**src/hw/rtl/ascii_decimal_to_fixed_parser_defines.svh**
```systemverilog
// Assertion macros shared by the ASCII decimal parser modules.
// Each macro expects a clock named clk and a reset named rst in scope.
`ifndef ASCII_DECIMAL_TO_FIXED_PARSER_DEFINES_SVH
`define ASCII_DECIMAL_TO_FIXED_PARSER_DEFINES_SVH
`ifndef NO_ASSERTIONS
`define ADFP_CHECK(lbl, prop, msg) \
  lbl: assert property (@(posedge clk) disable iff (rst) prop) else $error(msg);
`define ADFP_CHECK_NEXT(lbl, ante, cons, msg) \
  lbl: assert property (@(posedge clk) disable iff (rst) (ante) |=> (cons)) else $error(msg);
`else
`define ADFP_CHECK(lbl, prop, msg)
`define ADFP_CHECK_NEXT(lbl, ante, cons, msg)
`endif
`endif

```
**src/hw/rtl/adfp_pkg.sv**
```systemverilog
// Package of the ASCII decimal parser: parse phases, scaling states,
// character codes and default parameters. Depends on nothing.
package adfp_pkg;

  localparam int FRAC_BITS_DEF = 16;
  localparam int MANT_BITS_DEF = 60;
  localparam int EXP_LIMIT_DEF = 40;
  localparam int QUEUE_DEPTH = 2;

  localparam int VALUE_W = 48;
  localparam logic [VALUE_W-1:0] VALUE_MAX = '1;

  localparam logic [7:0] CH_NUL   = 8'h00;
  localparam logic [7:0] CH_ZERO  = 8'h30;
  localparam logic [7:0] CH_NINE  = 8'h39;
  localparam logic [7:0] CH_DOT   = 8'h2E;
  localparam logic [7:0] CH_PLUS  = 8'h2B;
  localparam logic [7:0] CH_MINUS = 8'h2D;
  localparam logic [7:0] CH_E_LO  = 8'h65;
  localparam logic [7:0] CH_E_UP  = 8'h45;

  typedef enum logic [2:0] {
    PH_INT   = 3'd0,
    PH_FRAC  = 3'd1,
    PH_ESIGN = 3'd2,
    PH_EDIG  = 3'd3,
    PH_STOP  = 3'd4
  } phase_t;

  typedef enum logic [2:0] {
    BK_IDLE = 3'd0,
    BK_MUL  = 3'd1,
    BK_POW  = 3'd2,
    BK_DIV  = 3'd3,
    BK_OUT  = 3'd4
  } back_state_t;

endpackage

```
**src/hw/rtl/adfp_front.sv**
```systemverilog
// Character front end: parses one character per item and, on the last one,
// hands the mantissa and clamped net exponent to the job queue. Uses adfp_pkg.
module adfp_front
  import adfp_pkg::*;
#(
  parameter int MANT_BITS = MANT_BITS_DEF,
  parameter int EXP_LIMIT = EXP_LIMIT_DEF,
  localparam int MAGW = $clog2(EXP_LIMIT + 1),
  localparam int EW = MANT_BITS + MAGW + 2
) (
  input  logic          clk,
  input  logic          rst,
  input  logic          s_tvalid,
  output logic          s_tready,
  input  logic [7:0]    s_tdata,
  input  logic          s_tlast,
  output logic          q_push,
  input  logic          q_ready,
  output logic [EW-1:0] q_data
);

  phase_t                 phase, phase_next;
  logic [MANT_BITS-1:0]   mant, mant_next;
  logic [7:0]             scale, scale_next;
  logic                   eneg, eneg_next;
  logic [7:0]             edig, edig_next;
  logic                   ovf, ovf_next;

  logic                   is_dig;
  logic [3:0]             dval;
  logic [MANT_BITS+3:0]   mant_t;
  logic [11:0]            exp_t;
  logic                   take_m, take_e;
  logic signed [9:0]      net;
  logic                   net_neg, net_sat;
  logic [MAGW-1:0]        net_mag;
  logic signed [9:0]      lim_pos, lim_neg;
  logic                   accept;

  assign accept = s_tvalid && s_tready;
  assign s_tready = q_ready;
  assign q_push = accept && s_tlast;

  assign is_dig = (s_tdata >= CH_ZERO) && (s_tdata <= CH_NINE);
  assign dval = is_dig ? 4'(s_tdata - CH_ZERO) : 4'd0;
  assign mant_t = ({1'b0, mant, 3'b000} + {3'b000, mant, 1'b0}) + (MANT_BITS+4)'(dval);
  assign exp_t = ({1'b0, edig, 3'b000} + {3'b000, edig, 1'b0}) + 12'(dval);

  always_comb begin
    phase_next = phase;
    if (s_tdata == CH_NUL) begin
      phase_next = PH_STOP;
    end else begin
      case (phase)
        PH_INT: begin
          if (is_dig) phase_next = PH_INT;
          else if (s_tdata == CH_DOT) phase_next = PH_FRAC;
          else if (s_tdata == CH_E_LO || s_tdata == CH_E_UP) phase_next = PH_ESIGN;
          else phase_next = PH_STOP;
        end
        PH_FRAC: begin
          if (is_dig) phase_next = PH_FRAC;
          else if (s_tdata == CH_E_LO || s_tdata == CH_E_UP) phase_next = PH_ESIGN;
          else phase_next = PH_STOP;
        end
        PH_ESIGN: begin
          if (is_dig || s_tdata == CH_PLUS || s_tdata == CH_MINUS) phase_next = PH_EDIG;
          else phase_next = PH_STOP;
        end
        PH_EDIG: begin
          if (!is_dig) phase_next = PH_STOP;
        end
        default: phase_next = PH_STOP;
      endcase
    end
  end

  always_comb begin
    take_m = 1'b0;
    take_e = 1'b0;
    mant_next = mant;
    scale_next = scale;
    eneg_next = eneg;
    edig_next = edig;
    ovf_next = ovf;
    if (s_tdata != CH_NUL) begin
      case (phase)
        PH_INT: take_m = is_dig;
        PH_FRAC: begin
          take_m = is_dig;
          if (is_dig) begin
            if (scale == 8'hFF) ovf_next = 1'b1;
            else scale_next = scale + 8'd1;
          end
        end
        PH_ESIGN: begin
          if (s_tdata == CH_MINUS) eneg_next = 1'b1;
          take_e = is_dig;
        end
        PH_EDIG: take_e = is_dig;
        default: ;
      endcase
    end
    if (take_m) begin
      if (mant_t[MANT_BITS+3:MANT_BITS] != 4'd0) begin
        mant_next = '1;
        ovf_next = 1'b1;
      end else begin
        mant_next = mant_t[MANT_BITS-1:0];
      end
    end
    if (take_e) begin
      if (exp_t > 12'd255) begin
        edig_next = 8'hFF;
        ovf_next = 1'b1;
      end else begin
        edig_next = exp_t[7:0];
      end
    end
  end

  assign lim_pos = 10'(EXP_LIMIT);
  assign lim_neg = -10'(EXP_LIMIT);

  always_comb begin
    net = (eneg_next ? -$signed({2'b00, edig_next}) : $signed({2'b00, edig_next}))
          - $signed({2'b00, scale_next});
    net_sat = 1'b0;
    net_neg = net[9];
    net_mag = MAGW'(net_neg ? -net : net);
    if (net > lim_pos) begin
      net_sat = 1'b1;
      net_neg = 1'b0;
      net_mag = MAGW'(EXP_LIMIT);
    end else if (net < lim_neg) begin
      net_sat = 1'b1;
      net_neg = 1'b1;
      net_mag = MAGW'(EXP_LIMIT);
    end
  end

  assign q_data = {ovf_next || net_sat, net_neg, net_mag, mant_next};

  always_ff @(posedge clk) begin
    if (rst || (accept && s_tlast)) begin
      phase <= PH_INT;
      mant <= '0;
      scale <= '0;
      eneg <= 1'b0;
      edig <= '0;
      ovf <= 1'b0;
    end else if (accept) begin
      phase <= phase_next;
      mant <= mant_next;
      scale <= scale_next;
      eneg <= eneg_next;
      edig <= edig_next;
      ovf <= ovf_next;
    end
  end

endmodule

```
**src/hw/rtl/adfp_queue.sv**
```systemverilog
// Short job queue between the parser front end and the scaling unit.
// Uses adfp_pkg and the assertion macros.
`include "ascii_decimal_to_fixed_parser_defines.svh"
module adfp_queue
  import adfp_pkg::*;
#(
  parameter int WIDTH = 8,
  localparam int PW = (QUEUE_DEPTH > 1) ? $clog2(QUEUE_DEPTH) : 1,
  localparam int CW = $clog2(QUEUE_DEPTH + 1)
) (
  input  logic             clk,
  input  logic             rst,
  input  logic             push,
  output logic             ready,
  input  logic [WIDTH-1:0] wdata,
  output logic             valid,
  input  logic             pop,
  output logic [WIDTH-1:0] rdata
);

  logic [WIDTH-1:0] entry [QUEUE_DEPTH];
  logic [PW-1:0]    wr_ptr, rd_ptr;
  logic [CW-1:0]    count;

  assign ready = (count != CW'(QUEUE_DEPTH));
  assign valid = (count != '0);
  assign rdata = entry[rd_ptr];

  always_ff @(posedge clk) begin
    if (push) entry[wr_ptr] <= wdata;
  end

  always_ff @(posedge clk) begin
    if (rst) begin
      wr_ptr <= '0;
      rd_ptr <= '0;
      count <= '0;
    end else begin
      if (push) wr_ptr <= (wr_ptr == PW'(QUEUE_DEPTH - 1)) ? '0 : wr_ptr + PW'(1);
      if (pop) rd_ptr <= (rd_ptr == PW'(QUEUE_DEPTH - 1)) ? '0 : rd_ptr + PW'(1);
      if (push && !pop) count <= count + CW'(1);
      else if (pop && !push) count <= count - CW'(1);
    end
  end

  `ADFP_CHECK(a_count_bound, count <= CW'(QUEUE_DEPTH), "queue count beyond depth")
  `ADFP_CHECK_NEXT(a_count_up, push && !pop, count == $past(count) + CW'(1), "push lost")
  `ADFP_CHECK_NEXT(a_count_hold, push && pop, count == $past(count), "push/pop mismatch")

endmodule

```
**src/hw/rtl/adfp_back.sv**
```systemverilog
// Scaling unit: multiplies the mantissa by ten per cycle, or builds a power
// of ten and divides by it one quotient bit per cycle. Uses adfp_pkg and macros.
`include "ascii_decimal_to_fixed_parser_defines.svh"
module adfp_back
  import adfp_pkg::*;
#(
  parameter int MANT_BITS = MANT_BITS_DEF,
  parameter int FRAC_BITS = FRAC_BITS_DEF,
  parameter int EXP_LIMIT = EXP_LIMIT_DEF,
  localparam int MAGW = $clog2(EXP_LIMIT + 1),
  localparam int EW = MANT_BITS + MAGW + 2
) (
  input  logic               clk,
  input  logic               rst,
  input  logic               q_valid,
  output logic               q_pop,
  input  logic [EW-1:0]      q_data,
  output logic               m_tvalid,
  input  logic               m_tready,
  output logic [VALUE_W-1:0] m_tdata,
  output logic               m_tuser
);

  localparam int NW = MANT_BITS + FRAC_BITS;
  localparam int XW = ((MANT_BITS > VALUE_W) ? MANT_BITS : VALUE_W) + 4;
  localparam int DW = (EXP_LIMIT * 3322) / 1000 + 2;
  localparam int BCW = $clog2(NW + 1);
  localparam logic [XW-1:0] VMAX_X = XW'(VALUE_MAX);
  localparam logic [XW-1:0] LIM_X = XW'(VALUE_MAX >> FRAC_BITS);

  back_state_t state, state_next;

  logic [MANT_BITS-1:0] e_mant;
  logic [MAGW-1:0]      e_mag;
  logic                 e_neg, e_sat;

  logic [XW-1:0]        x;
  logic [MAGW-1:0]      cnt;
  logic [DW-1:0]        pow, rem;
  logic [NW-1:0]        nsh, quo;
  logic [BCW-1:0]       bits;
  logic [VALUE_W-1:0]   res;
  logic                 rsat;

  logic [XW+3:0]        x10;
  logic                 x10_big;
  logic [DW-1:0]        pow10;
  logic [DW:0]          r2, rsub;
  logic                 ge;
  logic [NW+VALUE_W-1:0] qext;
  logic                 load_out;

  assign {e_sat, e_neg, e_mag, e_mant} = q_data;

  assign x10 = {1'b0, x, 3'b000} + {3'b000, x, 1'b0};
  assign x10_big = x10 > (XW+4)'(VALUE_MAX);
  assign pow10 = DW'({pow, 3'b000}) + DW'({pow, 1'b0});
  assign r2 = {rem, nsh[NW-1]};
  assign rsub = r2 - {1'b0, pow};
  assign ge = r2 >= {1'b0, pow};
  assign qext = {{VALUE_W{1'b0}}, quo};

  always_comb begin
    state_next = state;
    case (state)
      BK_IDLE: begin
        if (q_valid) begin
          if (e_mant == '0) state_next = BK_OUT;
          else if (!e_neg) state_next = (XW'(e_mant) > VMAX_X) ? BK_OUT : BK_MUL;
          else state_next = BK_POW;
        end
      end
      BK_MUL: if (cnt == '0 || x10_big) state_next = BK_OUT;
      BK_POW: if (cnt == '0) state_next = BK_DIV;
      BK_DIV: if (bits == '0) state_next = BK_OUT;
      BK_OUT: if (load_out) state_next = BK_IDLE;
      default: state_next = BK_IDLE;
    endcase
  end

  always_comb begin
    q_pop = (state == BK_IDLE) && q_valid;
    load_out = (state == BK_OUT) && (!m_tvalid || m_tready);
  end

  always_ff @(posedge clk) begin
    if (rst) state <= BK_IDLE;
    else state <= state_next;
  end

  always_ff @(posedge clk) begin
    case (state)
      BK_IDLE: begin
        if (q_valid) begin
          rsat <= e_sat;
          x <= XW'(e_mant);
          cnt <= e_mag;
          pow <= DW'(1);
          nsh <= NW'(e_mant) << FRAC_BITS;
          res <= '0;
          if (e_mant != '0 && !e_neg && XW'(e_mant) > VMAX_X) begin
            res <= VALUE_MAX;
            rsat <= 1'b1;
          end
        end
      end
      BK_MUL: begin
        if (cnt == '0) begin
          if (x > LIM_X) begin
            res <= VALUE_MAX;
            rsat <= 1'b1;
          end else begin
            res <= VALUE_W'(x) << FRAC_BITS;
          end
        end else if (x10_big) begin
          res <= VALUE_MAX;
          rsat <= 1'b1;
        end else begin
          x <= x10[XW-1:0];
          cnt <= cnt - MAGW'(1);
        end
      end
      BK_POW: begin
        if (cnt == '0) begin
          rem <= '0;
          bits <= BCW'(NW);
        end else begin
          pow <= pow10;
          cnt <= cnt - MAGW'(1);
        end
      end
      BK_DIV: begin
        if (bits == '0) begin
          if (qext[NW+VALUE_W-1:VALUE_W] != '0) begin
            res <= VALUE_MAX;
            rsat <= 1'b1;
          end else begin
            res <= qext[VALUE_W-1:0];
          end
        end else begin
          rem <= ge ? rsub[DW-1:0] : r2[DW-1:0];
          quo <= {quo[NW-2:0], ge};
          nsh <= nsh << 1;
          bits <= bits - BCW'(1);
        end
      end
      BK_OUT: begin
        if (load_out) begin
          m_tdata <= res;
          m_tuser <= rsat;
        end
      end
      default: ;
    endcase
  end

  always_ff @(posedge clk) begin
    if (rst) m_tvalid <= 1'b0;
    else if (load_out) m_tvalid <= 1'b1;
    else if (m_tready) m_tvalid <= 1'b0;
  end

  `ADFP_CHECK(a_mul_range, (state == BK_MUL) |-> (x <= VMAX_X), "multiplier operand too large")
  `ADFP_CHECK(a_div_nonzero, (state == BK_DIV) |-> (pow != '0), "divisor is zero")
  `ADFP_CHECK_NEXT(a_out_load, load_out, m_tvalid && m_tdata == $past(res), "result not loaded")

endmodule

```
**src/hw/rtl/ascii_decimal_to_fixed_parser.sv**
```systemverilog
// ASCII decimal number parser producing unsigned fixed point with FRAC_BITS
// fraction bits. Depends on adfp_pkg, adfp_front, adfp_queue and adfp_back.
//
// Characters are taken one item per cycle while the job queue has room; a
// string ends with tlast on its final character. The scaling unit then
// works on the parsed job: a positive net exponent e is applied by one
// multiply by ten per cycle, a negative exponent of size k by building ten
// to the k one step per cycle and a restoring divider that yields one
// quotient bit per cycle. A two-entry job queue and the output register
// let the next string be parsed while earlier ones are scaled or wait to
// be taken.
module ascii_decimal_to_fixed_parser
  import adfp_pkg::*;
#(
  parameter int FRAC_BITS = FRAC_BITS_DEF,
  parameter int MANT_BITS = MANT_BITS_DEF,
  parameter int EXP_LIMIT = EXP_LIMIT_DEF
) (
  input  logic        clk,
  input  logic        rst,
  input  logic        s_tvalid,
  output logic        s_tready,
  input  logic [7:0]  s_tdata,   // character[7:0]
  input  logic        s_tlast,
  output logic        m_tvalid,
  input  logic        m_tready,
  output logic [47:0] m_tdata,   // value[47:0]
  output logic        m_tuser    // saturated
);

  localparam int MAGW = $clog2(EXP_LIMIT + 1);
  localparam int EW = MANT_BITS + MAGW + 2;

  logic          push, push_ready, job_valid, job_pop;
  logic [EW-1:0] push_data, job_data;

  adfp_front #(
    .MANT_BITS(MANT_BITS),
    .EXP_LIMIT(EXP_LIMIT)
  ) u_front (
    .clk(clk),
    .rst(rst),
    .s_tvalid(s_tvalid),
    .s_tready(s_tready),
    .s_tdata(s_tdata),
    .s_tlast(s_tlast),
    .q_push(push),
    .q_ready(push_ready),
    .q_data(push_data)
  );

  adfp_queue #(
    .WIDTH(EW)
  ) u_queue (
    .clk(clk),
    .rst(rst),
    .push(push),
    .ready(push_ready),
    .wdata(push_data),
    .valid(job_valid),
    .pop(job_pop),
    .rdata(job_data)
  );

  adfp_back #(
    .MANT_BITS(MANT_BITS),
    .FRAC_BITS(FRAC_BITS),
    .EXP_LIMIT(EXP_LIMIT)
  ) u_back (
    .clk(clk),
    .rst(rst),
    .q_valid(job_valid),
    .q_pop(job_pop),
    .q_data(job_data),
    .m_tvalid(m_tvalid),
    .m_tready(m_tready),
    .m_tdata(m_tdata),
    .m_tuser(m_tuser)
  );

endmodule
```
**config.mk**
```make
export PLATFORM = sky130hd
export DESIGN_NAME = ascii_decimal_to_fixed_parser
export DESIGN_NICKNAME = d
export VERILOG_FILES = /design/src/hw/rtl/adfp_pkg.sv /design/src/hw/rtl/adfp_front.sv /design/src/hw/rtl/adfp_queue.sv /design/src/hw/rtl/adfp_back.sv /design/src/hw/rtl/ascii_decimal_to_fixed_parser.sv
export VERILOG_INCLUDE_DIRS = /design/src /design/src/hw/rtl
export SDC_FILE = /design/constraint.sdc
export NUM_CORES = 2
export LEC_CHECK = 0
export BUFFER_PORTS_ARGS = -buffer_cell sky130_fd_sc_hd__buf_2
export CAP_MARGIN = 0
export CORE_UTILIZATION = 45
export CTS_CLUSTER_DIAMETER = 60
export DETAILED_ROUTE_END_ITERATION = 16
export PLACE_DENSITY = 0.65
export SKIP_CTS_REPAIR_TIMING = 1
export SLEW_MARGIN = 25
export SYNTH_ARGS = -nofsm -noshare
export SYNTH_HDL_FRONTEND = slang
export SYNTH_SLANG_ARGS = --single-unit
```
**constraint.sdc**
```tcl
create_clock -name clk -period 21.7 [get_ports clk]
set_input_delay 2.17 -clock clk [delete_from_list [all_inputs] [get_ports clk]]
set_output_delay 2.17 -clock clk [all_outputs]
set_load 0.01 [all_outputs]
```
# Yosys cells after proc, flatten, opt, wreduce, memory -nomap -nowiden
# Memories as Yosys holds them, arrays and structs flattened. A register that Yosys moved wholly into a read port is not among the register bits.
# Index checks and enable logic that the tools add are counted.
[word_totals] ff_bits=684 latchBits=0 ram_bits=136 rom_bits=0 inputBits=13 output_inout_bits=51 wordCells=227 n_memories=1
[memory_table] memory="u_queue.entry" words=2 width=68 read_ports=1 rd_ports_with_merged_regs=1 wr=1 line="adfp_queue.sv:21" source="logic [WIDTH-1:0] entry [QUEUE_DEPTH];"
[classes] n_addsub=18 mul=0 n_div=0 magnitude_cmp=9 eq_ne=27 shifts=0 muxes=97 bitwise_logic=1 reduce_logical=52
[ops] cell="134-bit two-way mux" count=5
[ops] cell="134-bit one-hot mux with 2 select lines" count=2
[ops] cell="48-bit two-way mux" count=7
[ops] cell="64-bit two-way mux" count=3
[ops] cell="76-bit two-way mux" count=2
[ops] cell="76-bit one-hot mux with 2 select lines" count=1
[ops] cell="48-bit one-hot mux with 3 select lines" count=1
[ops] cell="135-bit by 134-bit greater-or-equal comparator with 1-bit output" count=1
[ops] cell="134-bit adder" count=1
[ops] cell="134-bit subtractor" count=1
[ops] cell="64-bit one-hot mux with 2 select lines" count=1
[ops] cell="60-bit two-way mux" count=2
[ops] cell="76-bit nonzero test" count=1
[ops] cell="67-bit by 65-bit adder with 68-bit output" count=1
[ops] cell="68-bit by 48-bit > comparator with 1-bit output, second input constant" count=1
[ops] cell="63-bit by 61-bit adder with 64-bit output" count=1
[ops] cell="64-bit by 4-bit adder with 64-bit output" count=1
[ops] cell="64-bit by 32-bit > comparator with 1-bit output, second input constant" count=1
[ops] cell="60-bit by 48-bit > comparator with 1-bit output, second input constant" count=1
[ops] cell="60-bit zero test" count=1
[ops] cell="60-bit nonzero test" count=1
[ops] cell="8-bit two-way mux" count=6
[ops] cell="3-bit two-way mux" count=15
[ops] cell="6-bit two-way mux" count=7
[ops] cell="other kinds (55)" count=140

# Depth between registers and ports, before layout
[depth] depth_word=14 mapped_depth=33 ltp_nobuf=33

# Cells and area by module
# Synthesis repeated with hierarchy kept, for this count alone.
[unflattened] hier_cells=6404 area_unflattened_um2=59055.4
[modules_own_cells] module="adfp_back" instances=1 cells_each=4865 area_per_inst_um2=43654.4 seq_area_each_um2=17466.8
[modules_own_cells] module="adfp_front" instances=1 cells_each=1305 area_per_inst_um2=10196.0 seq_area_each_um2=1621.6
[modules_own_cells] module="adfp_queue" instances=1 cells_each=234 area_per_inst_um2=5205.0 seq_area_each_um2=4184.0

# Least setup slack after synthesis
# OpenSTA, ideal clock, no wires.
[synth_path] kind="reg2reg" start="reg u_back.cnt[0]" end="reg u_back.cnt[0], enable pin" arrival_time_ps=23504 t_required_ps=21340 setup_slack_ps=-2164 path_stages_with_launch=7 path_buffers=1 synth_period_minus_slack_ps=23864 cell_sequence="edfxtp_1 -> inv_1 -> ha_1 -> and3b_1 -> clkbuf_1 -> a2111oi_0 -> o21bai_1"
[synth_via] elab_chain_len=3 elab_cells_between_ends=4 classes_between="2 x eq/ne; 2 x reduce/logical"
[synth_rtl] item="start, declared" line="adfp_back.sv:38" source="logic [MAGW-1:0] cnt;"
[synth_rtl] item="start signal, assigned" line="adfp_back.sv:97" source="cnt <= e_mag;"
[synth_rtl] item="start signal, assigned" line="adfp_back.sv:120" source="cnt <= cnt - MAGW'(1);"
[synth_rtl] item="start signal, assigned" line="adfp_back.sv:129" source="cnt <= cnt - MAGW'(1);"
[synth_rtl] item="6-bit zero test (*)" line="adfp_back.sv:108, adfp_back.sv:124"
[synth_rtl] item="2-bit != test (no source line)"
[synth_rtl] item="5-bit AND reduction (no source line) (*)"
# Every way passes the cells marked *; elsewhere a longest branch is shown, timed or not.
# A chain may end at the register's enable or synchronous reset.

# Worst setup path in the final report
[layout_path] start="in s_tdata[7]" end="mem u_queue.entry[0][67] in the netlist's numbering, data pin"
[layout_via] elab_chain_len=14 elab_cells_between_ends=37 classes_between="4 x add/sub; 5 x order compare; 1 x eq/ne; 23 x mux; 4 x reduce/logical"
[layout_rtl] item="start, declared" line="ascii_decimal_to_fixed_parser.sv:23" source="input logic [7:0] s_tdata,"
[layout_rtl] item="8-bit by 6-bit greater-or-equal comparator with 1-bit output or 8-bit by 6-bit less-or-equal comparator with 1-bit output (tied branches)" line="adfp_front.sv:44" source="assign is_dig = (s_tdata >= CH_ZERO) && (s_tdata <= CH_NINE);"
[layout_rtl] item="1-bit logical AND" line="adfp_front.sv:44"
[layout_rtl] item="4-bit two-way mux" line="adfp_front.sv:45" source="assign dval = is_dig ? 4'(s_tdata - CH_ZERO) : 4'd0;"
[layout_rtl] item="12-bit by 4-bit adder with 12-bit output" line="adfp_front.sv:47" source="assign exp_t = ({1'b0, edig, 3'b000} + {3'b000, edig, 1'b0}) + 12'(dval);"
[layout_rtl] item="12-bit by 8-bit > comparator with 1-bit output" line="adfp_front.sv:113" source="if (exp_t > 12'd255) begin"
[layout_rtl] item="8-bit two-way mux" line="adfp_front.sv:113"
[layout_rtl] item="8-bit two-way mux" line="adfp_front.sv:112" source="if (take_e) begin"
[layout_rtl] item="8-bit negation with 10-bit output" line="adfp_front.sv:126" source="net = (eneg_next ? -$signed({2'b00, edig_next}) : $signed({2'b00, edig_next}))"
[layout_rtl] item="10-bit two-way mux" line="adfp_front.sv:126"
[layout_rtl] item="10-bit by 9-bit subtractor with 10-bit output" line="adfp_front.sv:127" source="- $signed({2'b00, scale_next});"
[layout_rtl] item="10-bit by 7-bit less-than comparator with 1-bit output" line="adfp_front.sv:135" source="end else if (net < lim_neg) begin"
[layout_rtl] item="1-bit two-way mux" line="adfp_front.sv:135"
[layout_rtl] item="1-bit two-way mux" line="adfp_front.sv:131" source="if (net > lim_pos) begin"
[layout_rtl] item="1-bit logical OR (*)" line="adfp_front.sv:142" source="assign q_data = {ovf_next || net_sat, net_neg, net_mag, mant_next};"
[layout_rtl] item="named net push_data[67]" line="ascii_decimal_to_fixed_parser.sv:35" source="logic [EW-1:0] push_data, job_data;"
[layout_rtl] item="end, declared" line="adfp_queue.sv:21"
# Mark *: on every way through the listed nets, which the timed path passes. The rest lies on a longest branch.

==> results.md <==
* Most common cell after layout, fill and taps aside: a21oi_1
* Final worst-path cycle share at 41.4%
* RePlAce Congestion at 0.942
* Worst hold slack at 407 ps
* Fin Setup TNS at 0 ps
* Clock buffer count from CTS at 103
* Max Slew Vio Count at 0
* Post-DRT Antenna Nets at 0
* Max frequency at 0.111 GHz
* Grt total ovfl at 0
* Unique masters post-synth at 99
* Setup ws final at 12720 ps
* Worst skew pair latency at 740 ps
* Drt first pass iters at 5
* Layout area overhead at 8.63%
* Die Span Y at 361 µm
* Worst relative slew slack at 27.2%
* Rows at 131
* Worst Path Required at 22130 ps
* CTS root buf: clkbuf_16
* Hpwl dp at 119000 µm
* Worst-path maximum fanout at 8
* H-Tree Depth at 3
* I/O Buffers at 63
* Syn nets at 6948
* CTS tree: yes
* Initial Util at 45.4%
* Worst Path Arrival at 9410 ps
* Register area share after synthesis at 40.2%
* Min Tclk post-route at 8980 ps
* Post-place instance area at 0.0593 mm²
* Largest net degree at the start of global routing at 119
* Fin. Hold Viols at 0
* DP Worst Slack at 12090 ps
* Total GRT Usage at 24.1%
* N_diodes at 0
* # DRC at 0
* Max clock buf depth at 3
* Core region area at 0.128 mm²
* Die Width at 361 µm
* Slowest CP cell: a2bb2oi_1
* Actual slew at the worst max-slew pin at 1060 ps
* Lkg Pwr at 24.6 nW
* Cell area power density at 164 mW/mm²
* Critical path class: input pin to register
* Max cap viols at 0
* Vias at 48600
* Worst vdd ir at 0.0925 mV
* Worst Hold Class: register to register
* Status: finished, final reports clean
* Startpoint Class: input pin
* Initial antenna violation count at 2
* Cell area after layout at 0.0629 mm²
* First-pass GRT wire length at 254000 µm
* Ys flop type: edfxtp_1
* Final Skew at 68.9 ps
* RSZ-0062 raised after global routing: no
* Vias per inst at 6.03
* DRT Wirelength at 161000 µm
* Critical path's largest stage delay at 450 ps
* First DRT Iteration DRCs at 4633
* Number of synthesized flops with an enable pin at 715
* Wire length per cell at 20.0 µm
* Fin nets at 6809
* CTS Sinks at 805
* Vias in the first global route at 46100
* Syn Area/Cell at 8.97 µm²
* Synth warn at 0
* Clock transition at the registers of the reported paths at 70 ps
* Asr flop ratio synth at 0%
* Worst setup EP type: register
* I/O pin total at 64
* Yosys reg bits at 805
* Commonest cells after routing, fill and taps aside: a21oi_1, nor2_1, edfxtp_1
* Share of layout cells above drive strength 1 at 5.55%
* Cell mode on critical path: o21ai_0
* Mapped cell area at 0.0579 mm²
* Syn Inst Count at 6452
* Die Area at 0.130 mm²
* Final setup violation count at 0
## Yosys cell counts, types with 160 or more instances
library cell  instances  share of area (%)
a21oi_1             800                6.9
nor2_1              759                4.9
edfxtp_1            715                 37
nand2_1             581                3.8
ha_1                477                 10
o21ai_0             353                3.1
clkbuf_1            300                1.9
inv_1               279                1.8
a21o_1              234                3.0
xnor2_1             231                3.5
xor2_1              161                2.4
nand4_1             160                1.7
## critical path, delay by kind of cell
family                     cells  cell delay (ps)
buffers and inverters          2              170
and+or+nand+nor               10             2280
adders and majority gates      5             1340
AOI/OAI and AO/OA             17             3450
## layout make-up
type | instances | area, µm²
clock buffer | 130 | 2790
tap | 1662 | 2080
inverter | 280 | 1060
clock inverter | 62 | 741
sequential | 805 | 23300
timing repair buffer | 100 | 624
multi-input combinational | 5023 | 32300
fill | 11800 | 64700
## routing by layer
layer  global-route usage (%)  wire [µm]
met1                     35.1      76200
met2                     37.7      71500
met3                     2.53       9250
met4                     7.00       4190
met5                        0          0
## cell families (layout without fill, tap and decap cells)
kind of cell             after synthesis  in the layout  share of synthesized area, %
AND/OR/NAND/NOR                     2048           2048                          16.2
XOR/XNOR                             392            392                          5.93
adder cells (fa/ha/maj)              483            483                          10.5
flip-flops                           805            805                          40.2
buffers and inverters                624            572                          4.18
AO/OA/AOI/OAI                       2019           2019                          21.5
multiplexers                          81             81                          1.41
## sequential cells by signal (all words and copies together), names as in the netlist, 48 cells and up, named ones only
signal          cells
u_back.pow        134
u_queue.entry     136
u_back.nsh         60
u_back.res         48
u_back.rem        134
u_back.m_tdata     48
u_front.mant       60
u_back.quo         76
u_back.x           64
## power by group
| part | total (W) | switching (W) | internal, W |
|---|---|---|---|
| combinational | 0.00592 | 0.00376 | 0.00216 |
| sequential | 0.00263 | 0.000323 | 0.00230 |
| clock | 0.00176 | 0.000732 | 0.00103 |
## final timing paths
kind / from / to / slack, ps / cells past startpoint
worst max-delay path: s_tdata[7] / u_queue.entry[0][67] / 12720 / 34
worst min-delay path: u_back.res[33] / u_back.m_tdata[33] / 410 / 0
worst max register to register: u_front.edig[0] / u_queue.entry[0][67] / 14780 / 30
worst min register to register: u_back.res[33] / u_back.m_tdata[33] / 410 / 0
## through the flow
stage / total power [W] / utilization, % / instances
floorplan: 0.00708 / - / 6452
global placement: 0.00841 / 46.5 / 7869
detailed placement: 0.00845 / 46.5 / 7869
CTS: 0.0103 / 49.3 / 8061
global route: 0.0110 / 49.3 / 8062
finish: 0.0103 / 49.3 / 8062
Power figures use the tool's default switching activity.
